**src/rtl/core/checksummed_frame_builder_defines.svh**
```systemverilog
// ----------------------------------------------------------------------------
// Checksummed frame builder assertion macros
// Concurrent assertion wrappers clocked on clk, with and without reset gating.
// ----------------------------------------------------------------------------
`ifndef CHECKSUMMED_FRAME_BUILDER_DEFINES_SVH
`define CHECKSUMMED_FRAME_BUILDER_DEFINES_SVH

`ifndef SYNTHESIS

// Check prop on every clk edge while arst_n is high.
`define CFB_ASSERT(name, prop, msg) \
	name: assert property (@(posedge clk) disable iff (!arst_n) (prop)) else $error(msg);

// Check prop on every clk edge, during reset too.
`define CFB_ASSERT_ALWAYS(name, prop, msg) \
	name: assert property (@(posedge clk) (prop)) else $error(msg);

`else

`define CFB_ASSERT(name, prop, msg)
`define CFB_ASSERT_ALWAYS(name, prop, msg)

`endif

`endif

```
**src/rtl/core/cfb_pkg.sv**
```systemverilog
// ----------------------------------------------------------------------------
// cfb_pkg
// Shared types and constants of the checksummed frame builder.
// ----------------------------------------------------------------------------
package cfb_pkg;

	localparam int MAX_PAYLOAD    = 1024;
	localparam int FRAME_OVERHEAD = 6;
	localparam int RUN_MAX        = 6;
	localparam int CNT_W          = $clog2(RUN_MAX + 1);
	localparam int ADDR_W         = 3;

	// Item kind carried on the input tuser bit
	typedef enum logic {
		ACT_START   = 1'b0,
		ACT_PAYLOAD = 1'b1
	} action_t;

	// Register index, taken from paddr[2]
	typedef enum logic {
		REG_END_CODE     = 1'b0,
		REG_BUFFER_LIMIT = 1'b1
	} reg_idx_t;

	typedef struct packed {
		logic [7:0]  end_code;
		logic [15:0] buffer_limit;
	} cfg_t;

	typedef struct packed {
		action_t     action;
		logic [7:0]  start_code;
		logic [7:0]  op_code;
		logic [15:0] payload_length;
		logic [7:0]  data_byte;
	} item_t;

	// One run of results: byte 0 goes out first
	typedef struct packed {
		logic [RUN_MAX-1:0][7:0] bytes;
		logic [CNT_W-1:0]        cnt;
		logic                    rej;
		logic                    tail;
	} run_t;

endpackage

```
**src/rtl/core/cfb_regs.sv**
```systemverilog
// ----------------------------------------------------------------------------
// cfb_regs
// APB register file: end code and buffer limit.
// ----------------------------------------------------------------------------
module cfb_regs (
	input  logic                      clk,
	input  logic                      arst_n,
	input  logic                      psel,
	input  logic                      penable,
	input  logic                      pwrite,
	input  logic [cfb_pkg::ADDR_W-1:0] paddr,
	input  logic [31:0]               pwdata,
	output logic [31:0]               prdata,
	output logic                      pready,
	output cfb_pkg::cfg_t             cfg
);

	cfb_pkg::cfg_t    cfg_q;
	cfb_pkg::reg_idx_t idx;
	logic             wr_en;

	assign idx    = cfb_pkg::reg_idx_t'(paddr[2]);
	assign pready = 1'b1;
	assign wr_en  = psel && penable && pwrite;
	assign cfg    = cfg_q;

	always_ff @(posedge clk or negedge arst_n) begin
		if (!arst_n) begin
			cfg_q.end_code     <= 8'h00;
			cfg_q.buffer_limit <= 16'hFFFF;
		end else if (wr_en) begin
			unique case (idx)
				cfb_pkg::REG_END_CODE:     cfg_q.end_code     <= pwdata[7:0];
				cfb_pkg::REG_BUFFER_LIMIT: cfg_q.buffer_limit <= pwdata[15:0];
				default: ;
			endcase
		end
	end

	always_comb begin
		unique case (idx)
			cfb_pkg::REG_END_CODE:     prdata = {24'h0, cfg_q.end_code};
			cfb_pkg::REG_BUFFER_LIMIT: prdata = {16'h0, cfg_q.buffer_limit};
			default:                   prdata = 32'h0;
		endcase
	end

endmodule

```
**src/rtl/core/cfb_decode.sv**
```systemverilog
// ----------------------------------------------------------------------------
// cfb_decode
// Input register, frame state and the decode of one item into a result run.
// ----------------------------------------------------------------------------
`include "checksummed_frame_builder_defines.svh"

module cfb_decode (
	input  logic                clk,
	input  logic                arst_n,
	input  logic                in_valid,
	output logic                in_ready,
	input  cfb_pkg::item_t      in_item,
	input  cfb_pkg::cfg_t       cfg,
	input  logic                run_ready,
	output logic                run_valid,
	output cfb_pkg::run_t       run
);

	cfb_pkg::item_t item_s1;
	logic           valid_s1;

	logic        open_q;
	logic [15:0] rem_q;
	logic [7:0]  sum_q;

	logic        open_d;
	logic [15:0] rem_d;
	logic [7:0]  sum_d;

	logic [16:0] total;
	logic        bad_len;
	logic [15:0] len_field;
	logic [7:0]  hdr_sum;
	logic [7:0]  pay_sum;
	logic [15:0] rem_dec;

	assign run_valid = valid_s1 && run_ready;
	assign in_ready  = !valid_s1 || run_ready;

	// Input register: hold while the emitter is still busy
	always_ff @(posedge clk or negedge arst_n) begin
		if (!arst_n) begin
			valid_s1 <= 1'b0;
		end else if (in_ready) begin
			valid_s1 <= in_valid;
		end
	end

	always_ff @(posedge clk) begin
		if (in_ready && in_valid) begin
			item_s1 <= in_item;
		end
	end

	always_ff @(posedge clk or negedge arst_n) begin
		if (!arst_n) begin
			open_q <= 1'b0;
			rem_q  <= 16'h0;
			sum_q  <= 8'h0;
		end else if (run_valid) begin
			open_q <= open_d;
			rem_q  <= rem_d;
			sum_q  <= sum_d;
		end
	end

	assign total     = 17'(item_s1.payload_length) + 17'(cfb_pkg::FRAME_OVERHEAD);
	assign bad_len   = (item_s1.payload_length > 16'(cfb_pkg::MAX_PAYLOAD))
		|| (total > {1'b0, cfg.buffer_limit});
	assign len_field = item_s1.payload_length + 16'd1;
	assign hdr_sum   = len_field[15:8] + len_field[7:0] + item_s1.op_code;
	assign pay_sum   = sum_q + item_s1.data_byte;
	assign rem_dec   = rem_q - 16'd1;

	always_comb begin
		open_d    = open_q;
		rem_d     = rem_q;
		sum_d     = sum_q;
		run       = '0;
		run.cnt   = cfb_pkg::CNT_W'(1);
		case (item_s1.action)
			cfb_pkg::ACT_START: begin
				if (bad_len) begin
					open_d  = 1'b0;
					rem_d   = 16'h0;
					sum_d   = 8'h0;
					run.rej = 1'b1;
				end else begin
					run.bytes[0] = item_s1.start_code;
					run.bytes[1] = len_field[15:8];
					run.bytes[2] = len_field[7:0];
					run.bytes[3] = item_s1.op_code;
					sum_d        = hdr_sum;
					if (item_s1.payload_length == 16'h0) begin
						// Empty payload: close the frame in the same run
						run.bytes[4] = 8'h0 - hdr_sum;
						run.bytes[5] = cfg.end_code;
						run.cnt      = cfb_pkg::CNT_W'(6);
						run.tail     = 1'b1;
						open_d       = 1'b0;
						rem_d        = 16'h0;
					end else begin
						run.cnt = cfb_pkg::CNT_W'(4);
						open_d  = 1'b1;
						rem_d   = item_s1.payload_length;
					end
				end
			end
			default: begin
				if (!open_q || rem_q == 16'h0) begin
					open_d  = 1'b0;
					run.rej = 1'b1;
				end else begin
					run.bytes[0] = item_s1.data_byte;
					sum_d        = pay_sum;
					rem_d        = rem_dec;
					if (rem_dec == 16'h0) begin
						run.bytes[1] = 8'h0 - pay_sum;
						run.bytes[2] = cfg.end_code;
						run.cnt      = cfb_pkg::CNT_W'(3);
						run.tail     = 1'b1;
						open_d       = 1'b0;
					end
				end
			end
		endcase
	end

	`CFB_ASSERT(a_open_has_rem, open_q |-> (rem_q != 16'h0), "open frame with no bytes left")
	`CFB_ASSERT(a_s1_hold, (valid_s1 && !run_ready) |=> (valid_s1 && $stable(item_s1)),
		"stalled item lost")
	`CFB_ASSERT(a_run_cnt, run_valid |-> ((run.cnt != '0) && (run.cnt <= cfb_pkg::CNT_W'(6))),
		"run length out of range")

endmodule

```
**src/rtl/core/cfb_emit.sv**
```systemverilog
// ----------------------------------------------------------------------------
// cfb_emit
// Result register: shifts one run out a byte per transfer.
// ----------------------------------------------------------------------------
`include "checksummed_frame_builder_defines.svh"

module cfb_emit (
	input  logic          clk,
	input  logic          arst_n,
	input  logic          run_valid,
	input  cfb_pkg::run_t run,
	output logic          run_ready,
	output logic          out_valid,
	input  logic          out_ready,
	output logic [7:0]    out_byte,
	output logic          out_last,
	output logic          out_frame_end,
	output logic          out_rejected
);

	logic                            valid_q;
	logic [cfb_pkg::RUN_MAX-1:0][7:0] bytes_q;
	logic [cfb_pkg::CNT_W-1:0]       cnt_q;
	logic                            rej_q;
	logic                            tail_q;
	logic                            last;

	assign last          = (cnt_q == cfb_pkg::CNT_W'(1));
	assign run_ready     = !valid_q || (out_ready && last);
	assign out_valid     = valid_q;
	assign out_byte      = bytes_q[0];
	assign out_last      = last;
	assign out_frame_end = tail_q && last;
	assign out_rejected  = rej_q;

	always_ff @(posedge clk or negedge arst_n) begin
		if (!arst_n) begin
			valid_q <= 1'b0;
			cnt_q   <= '0;
		end else if (run_ready) begin
			valid_q <= run_valid;
			cnt_q   <= run.cnt;
		end else if (out_ready) begin
			cnt_q <= cnt_q - cfb_pkg::CNT_W'(1);
		end
	end

	// Advance to the next byte on each transfer, load a new run when drained
	always_ff @(posedge clk) begin
		if (run_ready) begin
			bytes_q <= run.bytes;
			rej_q   <= run.rej;
			tail_q  <= run.tail;
		end else if (out_ready) begin
			bytes_q <= bytes_q >> 8;
		end
	end

	`CFB_ASSERT_ALWAYS(a_rst_idle, !arst_n |-> !valid_q, "output valid during reset")
	`CFB_ASSERT(a_cnt_live, valid_q |-> (cnt_q != '0), "valid run with zero count")
	`CFB_ASSERT(a_load, (run_ready && run_valid) |=> (valid_q && cnt_q == $past(run.cnt)),
		"run not loaded")

endmodule

```
**src/rtl/core/checksummed_frame_builder.sv**
```systemverilog
// ----------------------------------------------------------------------------
// checksummed_frame_builder
// Serial frame builder with length header and two's complement checksum.
// ----------------------------------------------------------------------------
// Usage:
//   Input stream s_axis: a start item (tuser 0) carries start code, opcode
//   and payload length; a payload item (tuser 1) carries one data byte.
//   Output stream m_axis: one frame byte per transfer. tlast marks the final
//   byte caused by an input item; tuser flags the frame tail and rejects.
//   A start emits start code, 1+length (big-endian) and opcode; the last
//   payload byte is followed by the checksum and the end code. Bad lengths
//   and stray payload bytes give a single rejected byte of zero.
//   The first result of an item passes the input register, then the result
//   register. Throughput: one result per cycle while m_axis_tready is high;
//   a single-result item (a payload byte that does not end the frame, or a
//   reject) is taken every cycle, and an item with more results holds the
//   result register until it has sent them all.
//   When m_axis_tready is low the result register holds and s_axis_tready
//   drops once the input register is full as well.
//   Reset clears the frame state and both valid flags; end_code resets to
//   0 and buffer_limit to 65535. Write registers over APB only while idle.
// ----------------------------------------------------------------------------
module checksummed_frame_builder (
	input  logic                      clk,
	input  logic                      arst_n,
	// APB configuration port
	input  logic                      psel,
	input  logic                      penable,
	input  logic                      pwrite,
	input  logic [cfb_pkg::ADDR_W-1:0] paddr,
	input  logic [31:0]               pwdata,
	output logic [31:0]               prdata,
	output logic                      pready,
	// Input stream
	input  logic                      s_axis_tvalid,
	output logic                      s_axis_tready,
	// [7:0] start_code, [15:8] op_code, [31:16] payload_length, [39:32] data_byte
	input  logic [39:0]               s_axis_tdata,
	// [0] action
	input  logic                      s_axis_tuser,
	// Output stream
	output logic                      m_axis_tvalid,
	input  logic                      m_axis_tready,
	// [7:0] out_byte
	output logic [7:0]                m_axis_tdata,
	// last_in_run
	output logic                      m_axis_tlast,
	// [0] frame_end, [1] rejected
	output logic [1:0]                m_axis_tuser
);

	cfb_pkg::cfg_t  cfg;
	cfb_pkg::item_t in_item;
	cfb_pkg::run_t  run;
	logic           run_valid;
	logic           run_ready;
	logic           frame_end;
	logic           rejected;

	// Unpack the input transfer into item fields
	assign in_item.action         = cfb_pkg::action_t'(s_axis_tuser);
	assign in_item.start_code     = s_axis_tdata[7:0];
	assign in_item.op_code        = s_axis_tdata[15:8];
	assign in_item.payload_length = s_axis_tdata[31:16];
	assign in_item.data_byte      = s_axis_tdata[39:32];

	assign m_axis_tuser = {rejected, frame_end};

	cfb_regs u_regs (
		.clk     (clk),
		.arst_n  (arst_n),
		.psel    (psel),
		.penable (penable),
		.pwrite  (pwrite),
		.paddr   (paddr),
		.pwdata  (pwdata),
		.prdata  (prdata),
		.pready  (pready),
		.cfg     (cfg)
	);

	// Hold the item, track the open frame and build its result run
	cfb_decode u_decode (
		.clk       (clk),
		.arst_n    (arst_n),
		.in_valid  (s_axis_tvalid),
		.in_ready  (s_axis_tready),
		.in_item   (in_item),
		.cfg       (cfg),
		.run_ready (run_ready),
		.run_valid (run_valid),
		.run       (run)
	);

	// Drain the run one byte per output transfer
	cfb_emit u_emit (
		.clk           (clk),
		.arst_n        (arst_n),
		.run_valid     (run_valid),
		.run           (run),
		.run_ready     (run_ready),
		.out_valid     (m_axis_tvalid),
		.out_ready     (m_axis_tready),
		.out_byte      (m_axis_tdata),
		.out_last      (m_axis_tlast),
		.out_frame_end (frame_end),
		.out_rejected  (rejected)
	);

endmodule
```
**config.mk**
```make
export PLATFORM = sky130hd
export DESIGN_NAME = checksummed_frame_builder
export DESIGN_NICKNAME = d
export VERILOG_FILES = /design/src/rtl/core/cfb_pkg.sv /design/src/rtl/core/cfb_regs.sv /design/src/rtl/core/cfb_decode.sv /design/src/rtl/core/cfb_emit.sv /design/src/rtl/core/checksummed_frame_builder.sv
export VERILOG_INCLUDE_DIRS = /design/src /design/src/rtl/core
export SDC_FILE = /design/constraint.sdc
export NUM_CORES = 1
export LEC_CHECK = 0
export ABC_AREA = 1
export BUFFER_PORTS_ARGS = -buffer_cell sky130_fd_sc_hd__buf_2
export CAP_MARGIN = 20
export CORE_ASPECT_RATIO = 0.5
export CORE_MARGIN = 5
export CORE_UTILIZATION = 55
export CTS_BUF_LIST = sky130_fd_sc_hd__clkbuf_16
export DETAILED_ROUTE_END_ITERATION = 10
export HOLD_SLACK_MARGIN = 0.12
export PLACE_DENSITY_LB_ADDON = 0.1
export SLEW_MARGIN = 40
export SYNTH_ARGS = -nofsm -noshare
export SYNTH_HDL_FRONTEND = slang
export SYNTH_SLANG_ARGS = --single-unit
```
**constraint.sdc**
```tcl
create_clock -name clk -period 8 [get_ports clk]
set_input_delay 1.2 -clock clk [delete_from_list [all_inputs] [get_ports clk]]
set_output_delay 1.2 -clock clk [all_outputs]
set_load 0.01 [all_outputs]
```
# Yosys cells after proc, flatten, opt, wreduce, memory -nomap -nowiden
# Index checks and enable logic that the tools add are counted.
# classes
addsub	9
magnitude_cmp	2
n_eq_ne	3
mux	31
bitwise	1
reduce_logical	21
# op_table
cell	n
16-bit 2-to-1 mux	6
48-bit 2-to-1 mux	2
32-bit one-hot mux with 2 select lines	1
51-bit 2-to-1 mux	1
16-bit zero test	3
29-bit 2-to-1 mux	1
27-bit 2-to-1 mux	1
8-bit adder	3
24-bit 2-to-1 mux	1
8-bit 2-to-1 mux	3
16-bit by 3-bit adder with 17-bit output (second input constant)	1
17-bit by 16-bit greater-than comparator with 1-bit output	1
16-bit by 1-bit adder with 16-bit output (second input constant)	1
16-bit by 11-bit greater-than comparator with 1-bit output (second input constant)	1
1-bit by 8-bit subtractor with 8-bit output (first input constant)	2
16-bit by 1-bit subtractor with 16-bit output (second input constant)	1
1-bit 2-to-1 mux	11
2-bit AND reduction	4
1-bit logical AND	6
3-bit 2-to-1 mux	2
1-bit logical OR	4
2-bit 2-to-1 mux	2
3-bit by 1-bit == test with 1-bit output (second input constant)	1
1-bit zero test	3
5 further kinds	5
# totals
register_bits	145
out_inout_bits	46
word_cells	88

# Depth between registers and ports, before layout
# depth
word_depth	8
depth_mapped	21

# Modules after synthesis
# A second synthesis with hierarchy kept.
# unflattened
cells_unflattened	1206
area_unflattened_um2	9494.1
# modules_own_cells
module	instances	cells_each	area_per_inst_um2	seq_area_each_um2
cfb_decode	1	792	5745.5	1881.8
cfb_emit	1	243	2442.3	1601.5
cfb_regs	1	169	1291.2	620.6
checksummed_frame_builder	1	2	15.0	0.0

# Worst setup path after synthesis
# OpenSTA, ideal clock, no wires.
# synth_timing
path_type	register -> register
startpoint	reg u_decode.item_s1[10] in the netlist's numbering
endpoint	reg u_emit.bytes_q[39] in the netlist's numbering (data pin)
setup_time_ps	258
arrival_time_ps	3252
required_ps	7742
path_slack_ps	4489
path_stages_with_launch	20
n_path_buf	0
path_cell_list	edfxtp_1 > ha_1 > nand4_1 > inv_1 > nand2_1 > nor2_1 > xor2_1 > fa_1 > ha_1 > fa_1 > nor3_1 > inv_1 > nor2_1 > inv_1 > nor2_1 > nand2_1 > nor2_1 > nand3_1 > nand2_1 > o21ai_1
# synth_via
elab_chain_cells	8
# synth_lines
item	line	source
from (decl)	cfb_decode.sv:19	cfb_pkg::item_t item_s1;
from (signal assigned)	cfb_decode.sv:51	item_s1 <= in_item;
16-bit by 1-bit adder with 16-bit output	cfb_decode.sv:70	assign len_field = item_s1.payload_length + 16'd1;
8-bit adder (2 in series)	cfb_decode.sv:71	assign hdr_sum = len_field[15:8] + len_field[7:0] + item_s1.op_code;
1-bit by 8-bit subtractor with 8-bit output	cfb_decode.sv:96	run.bytes[4] = 8'h0 - hdr_sum;
16-bit 2-to-1 mux	cfb_decode.sv:94	if (item_s1.payload_length == 16'h0) begin
51-bit 2-to-1 mux *	cfb_decode.sv:83	if (bad_len) begin
24-bit 2-to-1 mux *	cfb_decode.sv:81	case (item_s1.action)
48-bit 2-to-1 mux *	cfb_emit.sv:50	if (run_ready) begin
to (signal assigned)	cfb_emit.sv:51	bytes_q <= run.bytes;
to (signal assigned)	cfb_emit.sv:55	bytes_q <= bytes_q >> 8;
to (decl)	cfb_emit.sv:22	logic [cfb_pkg::RUN_MAX-1:0][7:0] bytes_q;
# Every way passes the cells marked *; elsewhere a longest branch is shown, timed or not.
# A chain may end at the register's enable or synchronous reset.

# Worst setup path after layout
# layout_timing
startpoint	in m_axis_tready
endpoint	out s_axis_tready
# layout_via
elab_chain_cells	3
# layout_lines
item	line	source
from (decl)	checksummed_frame_builder.sv:43	input logic m_axis_tready,
1-bit logical AND	cfb_emit.sv:29	assign run_ready = !valid_q || (out_ready && last);
1-bit logical OR	cfb_emit.sv:29	
1-bit logical OR	cfb_decode.sv:38	assign in_ready = !valid_s1 || run_ready;
to (decl)	checksummed_frame_builder.sv:36	output logic s_axis_tready,
# No other way between the ends.

==> impl_metrics.env <==
export IMPL_syn_avg_cell_area_um2=8.322
export IMPL_maxSlewHeadroom_pct=49.96
export IMPL_final_setup_tns_ps=0
export IMPL_path_class="in2out"
export IMPL_required_ps=6800
export IMPL_wl_per_cell_um=16.30
export IMPL_min_period_ps=4244
export IMPL_grt_overflow=0
export IMPL_ys_types=48
export IMPL_clock_path_buffers=2
export IMPL_cap_violations=0
export IMPL_netlist_area_um2=9062
export IMPL_post_cts_buffers=0
export IMPL_place_congestion=0.9378
export IMPL_tritoncts="yes"
export IMPL_worst_pin_slew_ps=749.5
export IMPL_crit_fanout=48
export IMPL_synth_cells=1089
export IMPL_track_usage_pct=24.52
export IMPL_p_per_area_nw_per_um2=335.6
export IMPL_coreArea_um2=16270
export IMPL_fp_row_count=33
export IMPL_ys_seq_elements=145
export IMPL_antenna_found_initial=0
export IMPL_post_route_period_util_pct=53.06
export IMPL_n_antenna_cell=0
export IMPL_ys_top_cells_by_area="edfxtp_1, nand2_1, dfrtp_1"
export IMPL_vias=7404
export IMPL_synth_flop_cell="edfxtp_1"
export IMPL_cts_buffers=17
export IMPL_cts_resized=0
export IMPL_critical_path_cell_chain="buf_2 > nor2_1 > a21oi_4 > buf_4 > inv_2 > nand2_1 > buf_2"
export IMPL_fin_nets=1294
export IMPL_drtPass1Iterations=5
export IMPL_p_leak_nw=4.897
export IMPL_hold_buffers=0
export IMPL_routed_wirelength_um=22860
export IMPL_path_common_cell="buf_2"
export IMPL_hold_violations=0
export IMPL_status="complete, no violations"
export IMPL_clkSlewWorstSetupHoldPaths_ps=60
export IMPL_htreeDepth=4
export IMPL_fmax_mhz=235.6
export IMPL_start_kind="input port"
export IMPL_drc=0
export IMPL_dp_final_hpwl_um=16720
export IMPL_hold_slack_ps=478.4
export IMPL_boundaryPins=129
export IMPL_synth_largest_area_cell="edfxtp_1"
export IMPL_drt_first_iter_violations=581
export IMPL_worstHoldPathType="reg2reg"
export IMPL_cts_sinks=145
export IMPL_dieArea_um2=19300
export IMPL_ys_warn_count=0
export IMPL_via_per_inst=5.281
export IMPL_fp_dieW_um=191.5
export IMPL_area_delta_synth_final_pct=11.86
export IMPL_insertion_delay_ps=430
export IMPL_synth_top_area_share_pct=30.15
export IMPL_die_h_um=100.8
export IMPL_start_util_pct=55.71
export IMPL_vdd_ir_drop_max_v=0.0001565
export IMPL_grt_pass1_wl_um=36550
export IMPL_crit_path_top_delay_cell="inv_2"
export IMPL_synth_edff_count=91
export IMPL_drive_gt1_share_pct=15.49
export IMPL_arrival_ps=3040
export IMPL_async_reset_ff_share_pct=37.24
export IMPL_cp_slowest_stage_delay_ps=620
export IMPL_setup_viol=0
export IMPL_rsz0062_at_grt="no"
export IMPL_maxSlewViolCount=0
export IMPL_ant_nets=0
export IMPL_end_kind="primary output"
export IMPL_grt_max_degree=55
export IMPL_root_buffer="clkbuf_16"
export IMPL_synth_seq_area_share_pct=45.29
export IMPL_io_buffer_count=93
export IMPL_finClkSkew_ps=14.60
export IMPL_grt_pass1_vias=6898
-- kinds of logic (layout without fill, tap and decap cells) --
kind of cell             count (synthesis)  after routing  synth area share (%)
adder cells (fa/ha/maj)                 49             49                 7.511
other                                    2             17               0.08287
AND/OR/NAND/NOR                        521            521                 25.43
flip-flops                             145            145                 45.29
XOR/XNOR                                47             47                 4.777
buffers and inverters                  216            287                 10.49
AO/OA/AOI/OAI                          109            109                 6.420
-- metrics by stage --
| step | total power, mW | setup WS (ps) | cells | area (um2) | util (%) |
|---|---|---|---|---|---|
| finish | 3.402 | 3756 | 1402 | 10140 | 62.31 |
| global route | 3.658 | 3478 | 1402 | 10140 | 62.31 |
| CTS | 3.385 | 3737 | 1401 | 10120 | 62.22 |
| detailed placement | 2.590 | 3703 | 1369 | 9554 | 58.73 |
| global placement | 2.561 | 3819 | 1369 | 9549 | 58.70 |
| floorplan | 2.212 | 4489 | 1104 | 9119 | - |
-- cells in the mapped netlist, types with 2 or more instances --
master and instances:
nand4_1 39, nor3_1 9, conb_1 2, nand3_1 87, nand2_2 5, dfstp_2 16, dfrtp_1 38, fa_1 9
nand2_1 274, nand3_2 4, clkbuf_1 23, o211ai_1 2, xor2_1 41, buf_6 4, nor4_1 2, a21oi_1 39
inv_2 9, inv_1 146, buf_4 28, ha_1 40, xnor2_1 4, buf_2 3, nor2_2 6, nor2_4 2
edfxtp_1 91, nor2_1 84, o21ai_0 52, o21ai_1 10
-- flip-flops by register name, indices dropped and copies added, names as in the netlist --
signal / cells
u_emit.out_byte: 8
u_decode.item_s1: 41
u_regs.cfg: 24
u_emit.out_rejected: 1
u_emit.tail_q: 1
u_decode.sum_q: 8
u_decode.open_q: 1
u_decode.rem_q: 16
u_decode.valid_s1: 1
u_emit.out_valid: 1
u_emit.cnt_q: 3
u_emit.bytes_q: 40
-- critical path: cells and delay by family --
family	cells	cell delay, ps
simple gates	2	560
compound gates	1	30
buf+inv	4	1220
-- final cells by class --
cell class                 instances  area (um2)
clock buffer                      17       425.4
inverter                         157       593.1
fill                            1445        6131
timing repair buffer              98       510.5
tap                              227       284.0
multi-input combinational        743        4078
sequential                       145        4104
clock inverter                    15       142.6
-- metal layers --
metal	global-route usage, %	wire, um	share of wire (%)	vias to the layer above
li1	-	-	-	3661
met1	38.32	11270	49	3465
met2	33.97	9412	41	257
met3	6.332	1890	8.3	21
met4	5.571	285	1.2	0
met5	0	0	0	-
-- cell usage in the layout (no fill, tap or decap), drive strengths merged, types with 4 or more instances in the layout --
master and instances:
a21oi 40, buf 98, clkbuf 17, clkinv 12
conb 17, dfrtp 38, dfstp 16, edfxtp 91
fa 9, ha 40, inv 155, nand2 279
nand3 91, nand4 40, nor2 92, nor3 11
o21ai 63, xnor2 4, xor2 42
-- report_power, final --
group | internal, mW | leakage, nW | switching, mW
Combinational | 0.491 | 3.11 | 0.992
Sequential | 1.00 | 1.52 | 0.136
Clock | 0.455 | 0.269 | 0.327
Total | 1.95 | 4.90 | 1.46
-- final timing paths --
kind,from,to,slack (ps),cells after the start
max,m_axis_tready,s_axis_tready,3760,7
min,u_decode.valid_s1,u_emit.out_valid,480,2
max reg2reg,u_decode.item_s1[10],u_emit.bytes_q[39],3840,19
min reg2reg,u_decode.valid_s1,u_emit.out_valid,480,2
max in group asynchronous,arst_n,u_decode.rem_q[10],6750,2
min in group asynchronous,arst_n,u_regs.cfg[22],830,2
Note: power is estimated with default switching activity, not from simulation.
